[src/sv/tcf_pkg.sv]
// Package for the tilt complementary filter: widths, constants, CORDIC table.
// No dependencies.
package tcf_pkg;
    localparam int CordicSteps = 16;
    localparam int AngW = 18;
    localparam int AngMax = 131071;
    localparam int CordW = 34;
    localparam int ZW = 26;
    localparam int QDepth = 2;

    // ceil(2^47 / 15625): exact quotient for dividends below 2^33
    localparam logic [33:0] DivRecip = 34'd9007199255;
    localparam int DivShift = 47;

    localparam logic [2:0] REG_ALPHA = 3'd0;
    localparam logic [2:0] REG_OFFX = 3'd1;
    localparam logic [2:0] REG_OFFY = 3'd2;
    localparam logic [2:0] REG_DTDEF = 3'd3;
    localparam logic [2:0] REG_DTMAX = 3'd4;

    typedef struct packed {
        logic               cmd;
        logic signed [15:0] ax;
        logic signed [15:0] ay;
        logic signed [15:0] az;
        logic signed [18:0] gx;
        logic signed [18:0] gy;
        logic [19:0]        dt;
        logic               subst;
    } tcf_job_t;

    typedef enum logic [3:0] {
        ST_IDLE, ST_SQ1, ST_SQ2, ST_SQRT, ST_RPRE, ST_RITER,
        ST_PPRE, ST_PITER, ST_GMUL, ST_GMAG, ST_GREC, ST_GDIV,
        ST_BLEND1, ST_BLEND2, ST_OUT
    } tcf_state_t;

    function automatic logic signed [ZW-1:0] atan_entry(input logic [4:0] i);
        logic signed [ZW-1:0] r;
        begin
            case (i)
                5'd0: r = 2949120; 5'd1: r = 1740967; 5'd2: r = 919879;
                5'd3: r = 466945;  5'd4: r = 234379;  5'd5: r = 117304;
                5'd6: r = 58666;   5'd7: r = 29335;   5'd8: r = 14668;
                5'd9: r = 7334;    5'd10: r = 3667;   5'd11: r = 1833;
                5'd12: r = 917;    5'd13: r = 458;    5'd14: r = 229;
                5'd15: r = 115;    5'd16: r = 57;     5'd17: r = 29;
                5'd18: r = 14;     5'd19: r = 7;      5'd20: r = 4;
                5'd21: r = 2;      5'd22: r = 1;      default: r = 0;
            endcase
            return r;
        end
    endfunction
endpackage

[src/sv/tcf_queue.sv]
// Short job queue between front and back ends.
// Depends on tcf_pkg.
module tcf_queue import tcf_pkg::*; (
    input  logic     aclk,
    input  logic     aresetn,
    input  logic     in_valid,
    output logic     in_ready,
    input  tcf_job_t in_job,
    output logic     out_valid,
    input  logic     out_ready,
    output tcf_job_t out_job
);
    tcf_job_t mem_reg [QDepth];
    logic wp_reg, rp_reg;
    logic [1:0] cnt_reg;
    logic push, pop;

    assign in_ready = cnt_reg != 2'(QDepth);
    assign out_valid = cnt_reg != 2'd0;
    assign out_job = mem_reg[rp_reg];
    assign push = in_valid && in_ready;
    assign pop = out_valid && out_ready;

    always_ff @(posedge aclk) begin
        if (push) mem_reg[wp_reg] <= in_job;
    end

    always_ff @(posedge aclk) begin
        if (!aresetn) begin
            wp_reg <= 1'b0;
            rp_reg <= 1'b0;
            cnt_reg <= '0;
        end else begin
            if (push) wp_reg <= ~wp_reg;
            if (pop) rp_reg <= ~rp_reg;
            cnt_reg <= cnt_reg + 2'(push) - 2'(pop);
        end
    end
endmodule

[config.mk]
export PLATFORM = sky130hd
export DESIGN_NAME = tcf_queue
export DESIGN_NICKNAME = d
export VERILOG_FILES = /design/src/sv/tcf_pkg.sv /design/src/sv/tcf_queue.sv
export SDC_FILE = /design/constraint.sdc
export NUM_CORES = 1
export LEC_CHECK = 0
export BUFFER_PORTS_ARGS = -buffer_cell sky130_fd_sc_hd__buf_2
export CAP_MARGIN = 40
export CORE_UTILIZATION = 44
export DETAILED_ROUTE_END_ITERATION = 8
export GPL_TIMING_DRIVEN = 0
export PLACE_DENSITY = 0.67
export SKIP_CTS_REPAIR_TIMING = 1
export SLEW_MARGIN = 10
export SYNTH_ARGS = -nofsm -noshare
export SYNTH_HDL_FRONTEND = slang
export SYNTH_SLANG_ARGS = --single-unit
[constraint.sdc]
create_clock -name aclk -period 8.6 [get_ports aclk]
set_input_delay 0.43 -clock aclk [delete_from_list [all_inputs] [get_ports aclk]]
set_output_delay 0.43 -clock aclk [all_outputs]
set_load 0.005 [all_outputs]
## Word-level counts from Yosys, hierarchy flattened

Memories as Yosys holds them, arrays and structs flattened. A register that Yosys moved wholly into a read port is not among the register bits.
Index checks and enable logic that the tools add are counted.

- Bitwise operators: 2
- Add/subtract/negate cells: 2
- Equality and inequality tests: 1
- Multiplexer cells: 4
- Reductions and logical operators: 3

Operators with widths:

| operator | count |
|---|---|
| 1-bit 2-to-1 mux | 4 |
| 2-bit by 1-bit adder with 2-bit output | 1 |
| 1-bit logical AND | 2 |
| 2-bit inequality test, second input constant | 1 |
| 1-bit NOT | 2 |
| 2-bit nonzero test | 1 |
| 2-bit by 1-bit subtractor with 2-bit output | 1 |

- Memory bits (writable): 216
- Bits of input ports: 112
- Memories: 1
- Bits in registers: 4

Memories:

| name | words | bits a word | read ports | clocked after memory_dff | wr ports | RTL line | text |
|---|---|---|---|---|---|---|---|
| mem_reg | 2 | 108 | 1 | 1 | 1 | tcf_queue.sv:13 | `tcf_job_t mem_reg [QDepth];` |

## Logic depth before layout (Yosys ltp)

- Word-level depth: 4
- Gate-level depth with buffers: 8
- Depth with buffers taken out: 8

## Least setup slack after synthesis

OpenSTA, ideal clock, no wires.

- Path type: reg2reg
- Start point: register cnt_reg[0]
- End point: memory mem_reg[0][0] (netlist bit) (enable)
- Cell stages (with the launch flop): 4
- Path slack: 2925 ps
- Library setup time: 576 ps
- Clock period less this slack: 5675 ps
- Data required time: 8024 ps
- Arrival time: 5099 ps
- Cell sequence: dfxtp_1 nand2b_1 nand2_1 nor2_1

- Word-level cells in the longest chain between the ends: 4

Ends and longest elaborated chain:

| element | RTL line | text |
|---|---|---|
| start, declared | tcf_queue.sv:15 | `logic [1:0] cnt_reg;` |
| start signal, assigned | tcf_queue.sv:36 | `cnt_reg <= cnt_reg + 2'(push) - 2'(pop);` |
| 2-bit inequality test | tcf_queue.sv:18 | `assign in_ready = cnt_reg != 2'(QDepth);` |
| net in_ready | tcf_queue.sv:7 | `output logic in_ready,` |
| 1-bit logical AND | tcf_queue.sv:21 | `assign push = in_valid && in_ready;` |
| 1-bit 2-to-1 mux | tcf_queue.sv:25 | `if (push) mem_reg[wp_reg] <= in_job;` |
| 1-bit 2-to-1 mux (not written as such) | tcf_queue.sv:25 |  |
| end, declared | tcf_queue.sv:13 |  |

The timed path passes the listed nets, and every way through them passes these cells.

==> impl_metrics.yaml <==
sta:
  finalSetupTns_ns: 0
  setup_slack_ns: 6.39
  timing.hold.ws_ns: 0.134
  finalClockSkew_ns: 0.00673
  max_slew_margin_pct: 43.7
  timing.final.crit_share_pct: 25.7
  final-hold-violation-count: 0
  slew_violations: 0
  worst_pin_slew_ns: 0.845
  fin_crit_ns: 2.21
  max_freq_ghz: 0.452
  finalSetupViolations: 0
  rsz0062_at_grt: "no"
route:
  drc_errors: 0
  wl_mm: 14.6
  routedWlPerCell_um: 17.0
  ant_nets: 0
  drtPass1Iterations: 4
  first_iter_violations: 164
  num_vias: 4114
  avgViaCountPerCell: 4.81
logic_synthesis:
  synth.top_cells.by_count: "216 x edfxtp_1, 88 x mux2_2, 20 x mux2_4, 8 x buf_2, 5 x dfxtp_1"
  syn_inst: 360
  synth_warnings: 0
  synth.most_common_cell: "edfxtp_1"
  avgSynthCellArea_um2: 22.5
  synth_seq_area_share_pct: 81.3
  yosys.area.top_type: "edfxtp_1"
  synth_ff_type: "edfxtp_1"
  yosys-top-cells-area: "edfxtp_1 80%, mux2_2 12%, mux2_4 3.7%, dfxtp_1 1.2%, buf_6 0.56%"
  ys_seq_elements: 221
  synth_nets: 474
  async_flop_share_pct: 0
  synth_cell_types: 18
  synth_edf_count: 216
  synth_area_um2: 8100
  netlist.area_leader.share_pct: 80.1
placement:
  numPortBuffers: 221
  gp_congestion: 0.719
  dp_hpwl_mm: 9.95
  dp_cells: 814
  placed_cell_area_um2: 9590
  dp_slack_ns: 6.38
hold_path:
  worstHoldStart: "in_job[33]"
  hold_end: "mem_reg[1][33]$_DFFE_PP_"
  hold_path_depth: 1
  hold_path.class: "input pin to flip-flop"
finish:
  instances_no_fill: 856
  largest_reg_flops: 216
  fin_area_um2: 10300
  multi_input_area_um2: 1430
  area_delta_synth_final_pct: 27.4
  nFillCells: 1389
  layout-drive-gt1-share_pct: 60.1
  nNetsFinal: 724
  fin_util_pct: 57.2
  seqCellArea_um2: 6590
die:
  die-height_um: 138
  num_rows: 49
  dieArea_um2: 18900
  coreArea_um2: 18000
  fp.dieW_um: 138
  num_io_pins: 222
  initial_core_util_pct: 44.9
pwr:
  total_power_mw: 2.99
  p_per_area_nw_per_um2: 289
  switching_power_uw: 710
  combPwrFrac_pct: 22.0
  clkPwrFrac_pct: 31.6
  ir_worst_vdd_v: 0.000200
  leakagePower_nw: 3.91
  intPower_mw: 2.28
  pwr-share-seq_pct: 46.4
  netSwitchingFraction_pct: 23.8
setup_path:
  crit_required_ns: 8.17
  critPathMaxFanout: 10
  reg2reg_depth: 5
  regToRegSetupSlack_ns: 6.43
  cp-end-kind: "output port"
  crit_type: "flip-flop to output port"
  r2r-end: "mem_reg[0][103]$_DFFE_PP_"
  cp-start-kind: "flip-flop"
  r2r_start: "cnt_reg[0]$_SDFF_PN0_"
  critical_path_arrival_ns: 1.78
grt:
  use_met2_pct: 26.1
  use_met1_pct: 17.3
  busiest_layer: "met2"
  grt_max_degree: 57
  grt_pass1_vias: 4259
  grt_overflow: 0
  met3_usage_pct: 4.45
  antenna_found_initial: 1
  track_usage_pct: 14.8
  grt_pass1_wl_mm: 21.4
clock_network:
  clock_sinks: 221
  cts_htree_levels: 1
  clockBufferDepth: 3
  cts_tree: "yes"
  clk_pin_slew_ns: 0.06
  cts_root_buf: "clkbuf_16"
  cts-buffers-inserted: 23
  clk_latency_ns: 0.48
flow_run:
  max_cap_viol_count: 0
run_status:
  status: "completed"
-- placed cells by master, fill, tap and decap left out, types with 3 or more instances in the layout --
cell type    n
buf_2      229
edfxtp_1   216
mux2_2      88
clkbuf_16   23
mux2_4      20
clkinv_1     8
dfxtp_1      5
clkbuf_1     5
buf_6        4
xnor2_1      3
bufinv_16    3
buf_12       3
-- critical path, cell delays in order, from the launching register on --
cell and delay, ns:
dfxtp_1 0.32, buf_6 0.15, buf_2 0.29, mux2_2 0.38
buf_2 0.14
-- cell type report --
class	instances	share of cell area, %
clock buffers	28	5.76
flip-flops and latches	221	63.8
plain buffers	12	0.825
multi-input cells	126	13.9
diodes	1	0.0243
inverters	1	0.0364
clock inverters	13	1.26
repair buffers	225	11.6
well taps	229	2.78
-- cell families after synthesis --
kind of cell,count (synthesis),share of synthesized area (%)
mux,109,16.1
xor+xnor,3,0.325
buf+inv,13,1.10
simple gates,11,0.757
fa+ha+maj,2,0.309
compound gates,1,0.0928
flops,221,81.3
-- per-layer routing --
metal  vias to the layer above  routed length (um)
met2                       162                7340
li1                       1932                   -
met1                      1995                5690
met3                        25                1280
met4                         0                 276
met5                         -                   0
-- power by group through the flow --
stage | registers, mW | logic (mW) | clock network (mW)
floorplan | 1.42 | 0.388 | 0
global placement | 1.44 | 0.638 | 0
detailed placement | 1.41 | 0.672 | 0
CTS | 1.39 | 0.675 | 0.971
global route | 1.40 | 0.720 | 1.01
finish | 1.38 | 0.658 | 0.944
-- worst max-delay path by stage --
stage | from | endpoint | slack (ns) | depth (start not counted)
2_1_floorplan | cnt_reg[0]$_SDFF_PN0_ | mem_reg[0][0]$_DFFE_PP_ | 2.92 | 3
3_3_place_gp | in_valid | mem_reg[0][104]$_DFFE_PP_ | 0.50 | 3
3_5_place_dp | in_valid | mem_reg[0][2]$_DFFE_PP_ | 6.38 | 5
4_1_cts | flip-flop | out_job[75] | 6.33 | 4
5_1_grt | cnt_reg[0]$_SDFF_PN0_ | mem_reg[0][86]$_DFFE_PP_ | 6.26 | 5
6_report | flip-flop | out_job[75] | 6.39 | 4
Note: power is estimated with default switching activity, not from simulation.
