==> config.mk <==
export PLATFORM = sky130hd
export DESIGN_NAME = tcf_front
export DESIGN_NICKNAME = d
export VERILOG_FILES = /design/src/sv/tcf_pkg.sv /design/src/sv/tcf_front.sv
export SDC_FILE = /design/constraint.sdc
export NUM_CORES = 1
export LEC_CHECK = 0
export ABC_AREA = 0
export BUFFER_PORTS_ARGS = -buffer_cell sky130_fd_sc_hd__buf_2
export CORE_MARGIN = 4
export CORE_UTILIZATION = 51
export DETAILED_ROUTE_END_ITERATION = 12
export GPL_ROUTABILITY_DRIVEN = 0
export GPL_TIMING_DRIVEN = 0
export PLACE_DENSITY = 0.84
export SLEW_MARGIN = 20
export SYNTH_ARGS = -nofsm -noshare
export SYNTH_HDL_FRONTEND = slang
export SYNTH_SLANG_ARGS = --single-unit
==> constraint.sdc <==
create_clock -name aclk -period 15.1 [get_ports aclk]
set_input_delay 1.51 -clock aclk [delete_from_list [all_inputs] [get_ports aclk]]
set_output_delay 1.51 -clock aclk [all_outputs]
set_load 0.01 [all_outputs]
==> src/sv/tcf_pkg.sv <==
// Package for the tilt complementary filter: widths, constants, CORDIC table.
// No dependencies.
package tcf_pkg;
    localparam int CordicSteps = 16;
    localparam int AngW = 18;
    localparam int AngMax = 131071;
    localparam int CordW = 34;
    localparam int ZW = 26;
    localparam int QDepth = 2;

    // ceil(2^47 / 15625): exact quotient for dividends below 2^33
    localparam logic [33:0] DivRecip = 34'd9007199255;
    localparam int DivShift = 47;

    localparam logic [2:0] REG_ALPHA = 3'd0;
    localparam logic [2:0] REG_OFFX = 3'd1;
    localparam logic [2:0] REG_OFFY = 3'd2;
    localparam logic [2:0] REG_DTDEF = 3'd3;
    localparam logic [2:0] REG_DTMAX = 3'd4;

    typedef struct packed {
        logic               cmd;
        logic signed [15:0] ax;
        logic signed [15:0] ay;
        logic signed [15:0] az;
        logic signed [18:0] gx;
        logic signed [18:0] gy;
        logic [19:0]        dt;
        logic               subst;
    } tcf_job_t;

    typedef enum logic [3:0] {
        ST_IDLE, ST_SQ1, ST_SQ2, ST_SQRT, ST_RPRE, ST_RITER,
        ST_PPRE, ST_PITER, ST_GMUL, ST_GMAG, ST_GREC, ST_GDIV,
        ST_BLEND1, ST_BLEND2, ST_OUT
    } tcf_state_t;

    function automatic logic signed [ZW-1:0] atan_entry(input logic [4:0] i);
        logic signed [ZW-1:0] r;
        begin
            case (i)
                5'd0: r = 2949120; 5'd1: r = 1740967; 5'd2: r = 919879;
                5'd3: r = 466945;  5'd4: r = 234379;  5'd5: r = 117304;
                5'd6: r = 58666;   5'd7: r = 29335;   5'd8: r = 14668;
                5'd9: r = 7334;    5'd10: r = 3667;   5'd11: r = 1833;
                5'd12: r = 917;    5'd13: r = 458;    5'd14: r = 229;
                5'd15: r = 115;    5'd16: r = 57;     5'd17: r = 29;
                5'd18: r = 14;     5'd19: r = 7;      5'd20: r = 4;
                5'd21: r = 2;      5'd22: r = 1;      default: r = 0;
            endcase
            return r;
        end
    endfunction
endpackage

==> src/sv/tcf_front.sv <==
// Front end: config registers, step-time measurement, job formation.
// Depends on tcf_pkg.
module tcf_front import tcf_pkg::*; (
    input  logic               aclk,
    input  logic               aresetn,
    input  logic               cfg_we,
    input  logic [2:0]         cfg_index,
    input  logic [19:0]        cfg_wdata,
    input  logic               s_valid,
    output logic               s_ready,
    input  logic               s_command,
    input  logic signed [15:0] s_accel_x,
    input  logic signed [15:0] s_accel_y,
    input  logic signed [15:0] s_accel_z,
    input  logic signed [17:0] s_rate_x,
    input  logic signed [17:0] s_rate_y,
    input  logic [31:0]        s_timestamp_us,
    output logic [15:0]        alpha,
    output logic               job_valid,
    input  logic               job_ready,
    output tcf_job_t           job
);
    logic [15:0] alpha_reg;
    logic signed [17:0] offx_reg, offy_reg;
    logic [19:0] dtdef_reg, dtmax_reg;
    logic [31:0] last_reg;
    logic [31:0] diff;
    logic bad;

    always_ff @(posedge aclk) begin
        if (!aresetn) begin
            alpha_reg <= 16'd64225;
            offx_reg <= '0;
            offy_reg <= '0;
            dtdef_reg <= 20'd10000;
            dtmax_reg <= 20'd100000;
        end else if (cfg_we) begin
            unique case (cfg_index)
                REG_ALPHA: alpha_reg <= cfg_wdata[15:0];
                REG_OFFX:  offx_reg <= cfg_wdata[17:0];
                REG_OFFY:  offy_reg <= cfg_wdata[17:0];
                REG_DTDEF: dtdef_reg <= cfg_wdata;
                REG_DTMAX: dtmax_reg <= cfg_wdata;
                default: ;
            endcase
        end
    end

    assign s_ready = job_ready;
    assign job_valid = s_valid;
    assign alpha = alpha_reg;
    assign diff = s_timestamp_us - last_reg;
    assign bad = (diff == 32'd0) || (diff > {12'd0, dtmax_reg});

    always_comb begin
        job.cmd = s_command;
        job.ax = s_accel_x;
        job.ay = s_accel_y;
        job.az = s_accel_z;
        job.gx = 19'(s_rate_x) - 19'(offx_reg);
        job.gy = 19'(s_rate_y) - 19'(offy_reg);
        job.dt = bad ? dtdef_reg : diff[19:0];
        job.subst = bad & ~s_command;
    end

    always_ff @(posedge aclk) begin
        if (!aresetn) last_reg <= '0;
        else if (s_valid && s_ready) last_reg <= s_timestamp_us;
    end
endmodule

# Word-level counts from Yosys, hierarchy flattened
# Index checks and enable logic that the tools add are counted.
classes:
  add_sub_neg: 3
  n_lt_le_gt_ge: 1
  n_eq_ne: 4
  mux: 1
  bitwise: 2
  n_reduce_logical: 9
op_table:
  columns: ["op", "n"]
  rows:
  - ["18-bit by 18-bit subtractor with 19-bit output", 2]
  - ["32-bit by 20-bit greater-than comparator with 1-bit output", 1]
  - ["32-bit logical NOT", 1]
  - ["32-bit subtractor", 1]
  - ["20-bit two-way mux", 1]
  - ["2-bit AND reduction", 5]
  - ["3-bit by 2-bit equality test with 1-bit output (second input constant)", 2]
  - ["3-bit by 1-bit equality test with 1-bit output (second input constant)", 1]
  - ["3-bit equality test (second input constant)", 1]
  - ["3-bit logical NOT", 1]
  - ["1-bit AND", 1]
  - ["1-bit logical AND", 1]
  - ["1-bit logical OR", 1]
  - ["1-bit inverter", 1]
word_totals:
  ff_bits: 124
  inputBits: 145
  output_inout_bits: 126
  elab_cells: 26

# Depth between registers and ports, before layout
# Gate-level depths: netlist of run 1.
depth:
  depth_word: 4
  mapped_depth: 23
  mapped_depth_nobuf: 22

# Worst setup path before layout of run 1
# OpenSTA, ideal clock, no wires.
synth_path:
  path_type: "input-to-output"
  from: "in s_timestamp_us[0]"
  to: "out job[10] (netlist bit)"
  arrival_ps: 6188
  required_time_ps: 13590
  path_slack_ps: 7402
  cell_stages: 23
  n_path_buf: 1
  cell_sequence: "inv_1 -> ha_1 -> inv_1 -> fa_1 -> a211oi_1 -> o211ai_1 -> a31oi_1 -> o21ai_0 -> a21o_1 -> a21oi_1 -> xnor2_1 -> ha_1 -> nand4_1 -> nor3_1 -> and2_1 -> o32a_1 -> o211ai_1 -> or4_1 -> a211oi_1 -> o2111ai_1 -> a2111oi_2 -> buf_6 -> mux2_4"
synth_rtl:
  columns: ["item", "line_no", "source"]
  rows:
  - ["from (decl)", "tcf_front.sv:17", "input logic [31:0] s_timestamp_us,"]
  - ["to (decl)", "tcf_front.sv:21", "output tcf_job_t job"]

==> results of run 1 <==
synth_stat cells (3+ instances only):
| library cell | count | share of area |
|---|---|---|
| nand2_1 | 278 | 0.11 |
| dfxtp_1 | 124 | 0.27 |
| inv_1 | 116 | 0.047 |
| a21boi_0 | 109 | 0.088 |
| ha_1 | 87 | 0.12 |
| buf_4 | 51 | 0.041 |
| nor2_1 | 50 | 0.020 |
| a21oi_1 | 44 | 0.024 |
| clkbuf_1 | 42 | 0.017 |
| o21ai_0 | 38 | 0.021 |
| xnor2_1 | 37 | 0.035 |
| nand3_1 | 34 | 0.018 |
| a21o_1 | 19 | 0.015 |
| mux2_4 | 18 | 0.029 |
| o211ai_1 | 17 | 0.014 |
| nor2b_1 | 16 | 0.011 |
| a211oi_1 | 15 | 0.012 |
| nor3_1 | 14 | 0.0076 |
| o21a_1 | 9 | 0.0073 |
| a31oi_1 | 8 | 0.0054 |
| and3_1 | 8 | 0.0054 |
| xor2_1 | 8 | 0.0076 |
| nand4_1 | 6 | 0.0041 |
| o21bai_1 | 6 | 0.0049 |
| or3_1 | 6 | 0.0041 |
| and2_1 | 5 | 0.0034 |
| nor4_1 | 5 | 0.0034 |
| o2111ai_1 | 5 | 0.0047 |
| o31ai_1 | 5 | 0.0041 |
| or2_2 | 5 | 0.0034 |
| nand2b_1 | 4 | 0.0027 |
| fa_1 | 3 | 0.0065 |
| mux2i_1 | 3 | 0.0032 |
| o22ai_1 | 3 | 0.0020 |
| or4_1 | 3 | 0.0024 |
logic make-up after synthesis:
family / after synthesis / share of synthesized area
AOI/OAI and AO/OA: 293 / 0.218
buffers and inverters: 211 / 0.108
xor gates and xnor gates: 45 / 0.0425
adders and majority gates: 90 / 0.124
and+or+nand+nor: 442 / 0.206
muxes: 22 / 0.0336
DFF: 124 / 0.268
power by group through the flow:
stage / registers (mW) / logic, mW / clock network, mW
floorplan: 0.349 / 0.178 / 0
global placement: 0.349 / 0.255 / 0
detailed placement: 0.349 / 0.261 / 0
CTS: 0.342 / 0.263 / 0.442
global route: 0.343 / 0.295 / 0.457
finish: 0.342 / 0.266 / 0.441
area by class of cell:
cell class,instances,share of cell area
multi-input combinational,892,0.513
sequential,124,0.220
timing repair buffer,220,0.0976
buffer,95,0.0499
clock buffer,19,0.0392
inverter,116,0.0386
tap,229,0.0254
clock inverter,13,0.0167
worst reg2reg max path, cell delays in order, from the launching register on:
cell      delay (ns)
dfxtp_1         0.33
nand2_1         0.07
a21boi_0        0.26
stage by stage:
step                worst slack, ns  utilization
floorplan                      7.40            -
global placement               6.42        0.595
detailed placement             6.34        0.595
CTS                            6.28        0.630
global route                   5.82        0.630
finish                         6.24        0.630
routing by layer:
| metal | global-route usage | part of all wire |
|---|---|---|
| met5 | 0 | 0.00027 |
| met4 | 0.0750 | 0.024 |
| met3 | 0.0439 | 0.091 |
| met2 | 0.422 | 0.47 |
| met1 | 0.314 | 0.42 |
worst min-delay path by stage:
stage	from	to	slack, ns	cells after the start
after floorplan	dtdef_reg[4]	dtdef_reg[4]	0.44	2
after global placement	alpha[8]	alpha[8]	0.45	2
after detailed placement	alpha[4]	alpha[4]	0.46	2
after CTS	alpha[4]	alpha[4]	0.46	2
after global routing	last_reg[22]	last_reg[22]	0.48	2
final	alpha[4]	alpha[4]	0.46	2
==> results.sh, run 1 <==
export IMPL_critPathMaxFanout=10
export IMPL_p_seq_frac=0.326
export IMPL_clk_path_buf_depth=2
export IMPL_final_cell_mix="nand2_1, buf_2, dfxtp_1"
export IMPL_power_switching_mw=0.317
export IMPL_wl_per_cell_um=15.4
export IMPL_diodes=0
export IMPL_period_share=0.587
export IMPL_critPathCaptureType="primary output"
export IMPL_synth_edf_count=0
export IMPL_vias=9206
export IMPL_rsz0062_at_grt="false"
export IMPL_dp_hpwl_mm=20.3
export IMPL_crit_start="s_timestamp_us[0]"
export IMPL_fill_cells=1575
export IMPL_pin_count=271
export IMPL_slew_viol_final=0
export IMPL_path_buf_inv=5
export IMPL_fin_tns_setup_ns=0
export IMPL_row_count=49
export IMPL_reg2regPathDepth=2
export IMPL_max_slew_worst_pin_slew_ns=0.655
export IMPL_syn_avg_cell_area_sq_um=7.55
export IMPL_ys_ff_latch=124
export IMPL_finish_instance_area_sq_mm=0.0113
export IMPL_power_share_combinational=0.254
export IMPL_regToRegStartpoint="dtmax_reg[19]"
export IMPL_cts_tree="yes"
export IMPL_cts_root_buf="clkbuf_16"
export IMPL_drc=0
export IMPL_first_global_vias=8336
export IMPL_largest_reg_flops=32
export IMPL_cp_num_cells=25
export IMPL_clock_skew_ns=0
export IMPL_port_buffers=220
export IMPL_vias_per_cell=5.39
export IMPL_ys_flop_type="dfxtp_1"
export IMPL_cts_hold_buf=0
export IMPL_post_cts_repair_setup_buffers=0
export IMPL_status="completed"
export IMPL_cts_resized=0
export IMPL_clockPowerShare=0.420
export IMPL_cap_violations=0
export IMPL_cp_top_family="compound AO/OA/AOI/OAI gates"
export IMPL_finalHoldViolCount=0
export IMPL_place_inst=1676
export IMPL_synthCells=1227
export IMPL_initial_core_util=0.518
export IMPL_critPathSlowestCell="a2111oi_2"
export IMPL_dr_pass1_iters=6
export IMPL_wl_mm=26.4
export IMPL_worstPathArrival_ns=7.35
export IMPL_grt_pass1_wl_mm=40.4
export IMPL_htree_levels=4
export IMPL_multiInputGateArea_sq_mm=0.00579
export IMPL_clock_latency_ns=0.42
export IMPL_slowest_delay_ns=0.50
export IMPL_synthesis_area_sq_mm=0.00927
export IMPL_internal_power_mw=0.733
export IMPL_die_x_um=143
export IMPL_dieHeight_um=143
export IMPL_design_power_total_mw=1.05
export IMPL_antenna_found_initial=1
export IMPL_slew_headroom=0.563
export IMPL_cp_start_kind="input port"
export IMPL_ys_async_sr_fraction=0
export IMPL_ant_nets=0
export IMPL_hp_class="reg2reg"
export IMPL_gr_usage_all_layers=0.246
export IMPL_finalSetupViolCount=0
export IMPL_cp_required_ns=13.59
export IMPL_p_leak_nw=4.86
export IMPL_fin_hold_ws_ns=0.459
export IMPL_layout_commonest_cell="nand2_1"
export IMPL_grt_overflow=0
export IMPL_placed_area_sq_mm=0.0107
export IMPL_ys_seq_area_frac=0.268
export IMPL_drt_iter0_drc=553
export IMPL_fin_cells=1708
export IMPL_fp_dieArea_sq_mm=0.0204
export IMPL_synth_cell_types=56
export IMPL_powerDensity_mw_per_mm2=93.0
export IMPL_min_period_ns=8.86
export IMPL_r2r_end="dtmax_reg[19]"
export IMPL_nets=1701
export IMPL_cts_buffers=17
export IMPL_path_class="in2out"
export IMPL_path_clk_slew_ns=0.06
export IMPL_swShare=0.302
export IMPL_ir_worst_vdd_uv=95.9
export IMPL_crit_end="job[2]"
export IMPL_synth_yosys_warnings=0
export IMPL_drive_gt1_frac=0.224
export IMPL_reg2reg_slack_ns=14.34
export IMPL_grt_max_degree=17
export IMPL_max_freq_mhz=113
export IMPL_register_area_sq_mm=0.00248
export IMPL_coreArea_sq_mm=0.0179
export IMPL_syn_nets=1462
export IMPL_synthToLayoutAreaGrowth_pct=21.8
export IMPL_clock_sinks=124
Power figures use the tool's default switching activity.
==> run 2, diff against run 1 <==
--- a/config.mk
+++ b/config.mk
@@ -5,10 +5,10 @@
 export SDC_FILE = /design/constraint.sdc
 export NUM_CORES = 1
 export LEC_CHECK = 0
-export ABC_AREA = 0
+export ABC_AREA = 1
 export BUFFER_PORTS_ARGS = -buffer_cell sky130_fd_sc_hd__buf_2
 export CORE_MARGIN = 4
-export CORE_UTILIZATION = 51
+export CORE_UTILIZATION = 49
 export DETAILED_ROUTE_END_ITERATION = 12
 export GPL_ROUTABILITY_DRIVEN = 0
 export GPL_TIMING_DRIVEN = 0
==> constraint.sdc (replaced) <==
create_clock -name aclk -period 7.6 [get_ports aclk]
set_input_delay 0.76 -clock aclk [delete_from_list [all_inputs] [get_ports aclk]]
set_output_delay 0.76 -clock aclk [all_outputs]
set_load 0.01 [all_outputs]
==> run 2 against run 1 <==
  * Cell count grew 21%
  * Setup slack lost 3.7 ns
  * Power rose by 100%
  * Via count rose by 14%
  * Final area increased by 3.5%
  * Synthesized cell count is 26% higher
  * Largest power group unchanged
==> results.sh, run 2 <==
export IMPL_row_count=51
export IMPL_slew_headroom=0.632
export IMPL_critPathMaxFanout=10
export IMPL_clock_sinks=124
export IMPL_fin_tns_setup_ns=0
export IMPL_die_x_um=149
export IMPL_drt_iter0_drc=687
export IMPL_wl_per_cell_um=14.0
export IMPL_dr_pass1_iters=6
export IMPL_synthesis_area_sq_mm=0.00968
export IMPL_ir_worst_vdd_uv=162
export IMPL_layout_commonest_cell="nand2_1"
export IMPL_synth_cell_types=35
export IMPL_ys_seq_area_frac=0.257
export IMPL_synth_edf_count=0
export IMPL_finalHoldViolCount=0
export IMPL_ant_nets=0
export IMPL_finalSetupViolCount=0
export IMPL_post_cts_repair_setup_buffers=0
export IMPL_max_slew_worst_pin_slew_ns=0.547
export IMPL_clock_skew_ns=0
export IMPL_critPathCaptureType="primary output"
export IMPL_synthToLayoutAreaGrowth_pct=20.8
export IMPL_min_period_ns=5.06
export IMPL_cts_resized=0
export IMPL_final_cell_mix="nand2_1, inv_1, buf_2"
export IMPL_ys_async_sr_fraction=0
export IMPL_worst_slack_ns=2.54
export IMPL_nets=2017
export IMPL_grt_max_degree=17
export IMPL_synth_area_leaders="dfxtp_1, nand2_1, ha_1"
export IMPL_hp_class="reg2reg"
export IMPL_critPathSlowestCell="fa_1"
export IMPL_gr_usage_all_layers=0.252
export IMPL_cts_tree="yes"
export IMPL_synth_yosys_warnings=0
export IMPL_slowest_delay_ns=0.45
export IMPL_dp_worst_setup_slack_ns=2.67
export IMPL_clock_latency_ns=0.43
export IMPL_diodes=0
export IMPL_fp_dieArea_sq_mm=0.0221
export IMPL_period_share=0.666
export IMPL_slew_viol_final=0
export IMPL_coreArea_sq_mm=0.0195
export IMPL_cts_hold_buf=0
export IMPL_cp_required_ns=6.84
export IMPL_rsz0062_at_grt="false"
export IMPL_cp_start_kind="input port"
export IMPL_yosys_top_cells_count="nand2_1, inv_1, a21oi_1, nor2_1, o21ai_0"
export IMPL_wl_mm=28.9
export IMPL_syn_nets=1777
export IMPL_ys_ff_latch=124
export IMPL_syn_avg_cell_area_sq_um=6.27
export IMPL_worstPathArrival_ns=4.30
export IMPL_drive_gt1_frac=0.181
export IMPL_cp_common_cell="nand2_1"
export IMPL_largest_reg_flops=32
export IMPL_cap_violations=0
export IMPL_synthCells=1542
export IMPL_clk_path_buf_depth=2
export IMPL_htree_levels=4
export IMPL_p_leak_nw=6.18
export IMPL_vias=10500
export IMPL_synth_largest_area_cell="dfxtp_1"
export IMPL_first_global_vias=9469
export IMPL_path_class="in2out"
export IMPL_dieHeight_um=149
export IMPL_cts_root_buf="clkbuf_16"
export IMPL_initial_core_util=0.497
export IMPL_cts_buffers=17
export IMPL_path_clk_slew_ns=0.06
export IMPL_status="completed"
export IMPL_grt_overflow=0
export IMPL_max_freq_mhz=198
export IMPL_antenna_found_initial=0
export IMPL_yosysMostFrequentCell="nand2_1"
export IMPL_ys_flop_type="dfxtp_1"
export IMPL_pin_count=271
export IMPL_powerDensity_mw_per_mm2=184
export IMPL_grt_pass1_wl_mm=45.2
export IMPL_drc=0
export IMPL_dp_hpwl_mm=23.2
export IMPL_synth_top_area_frac=0.257
export IMPL_port_buffers=221
export IMPL_vias_per_cell=5.10
## run 2: through the flow
step | instances | utilization | power [mW] | hold slack [ns] | instance area (sq um)
6_report | 2060 | 0.600 | 2.15 | 0.457 | 11700
5_1_grt | 2060 | 0.600 | 2.27 | 0.470 | 11700
4_1_cts | 2060 | 0.600 | 2.15 | 0.460 | 11700
3_5_place_dp | 2028 | 0.571 | 1.35 | 0.444 | 11100
3_3_place_gp | 2028 | 0.571 | 1.33 | 0.434 | 11100
2_1_floorplan | 1542 | - | 1.15 | 0.429 | 9680
## run 2: layout make-up
class / count / area, sq um
Multi-Input combinational cell: 1066 / 5650
Clock buffer: 17 / 425
Inverter: 258 / 968
Buffer: 94 / 574
Fill cell: 1823 / 7780
Timing Repair Buffer: 221 / 1110
Sequential cell: 124 / 2480
Clock inverter: 15 / 146
Tap cell: 265 / 332
## run 2: worst max-delay path, delay by kind of cell
kind            cells  cell delay, ns
fa+ha+maj           3            0.88
compound gates      2            0.26
simple gates       18            1.70
buf+inv             6            0.67
## run 2: report_power, final
group	internal (mW)	switching (mW)
registers	0.678	0.0101
logic	0.252	0.409
clock network	0.435	0.366
## run 2: final timing paths
| path | from | end | slack (ns) | cells past startpoint |
|---|---|---|---|---|
| setup / recovery | s_timestamp_us[0] | job[13] | 2.54 | 29 |
| hold / removal | last_reg[23] | last_reg[23] | 0.46 | 2 |
| setup reg to reg | dtmax_reg[0] | dtmax_reg[0] | 6.94 | 2 |
| hold reg to reg | last_reg[23] | last_reg[23] | 0.46 | 2 |
## run 2: logic make-up after synthesis
group,Yosys count,synth area share
AOI/OAI and AO/OA,288,0.154
xor gates and xnor gates,36,0.0326
adders and majority gates,90,0.119
buffers and inverters,352,0.159
DFF,124,0.257
and+or+nand+nor,652,0.279
## run 2: metal layers
layer  GRT usage  wire length [um]
met1       0.305             11700
met4      0.0984               984
met2       0.452             14000
met5           0                 0
met3      0.0317              2250
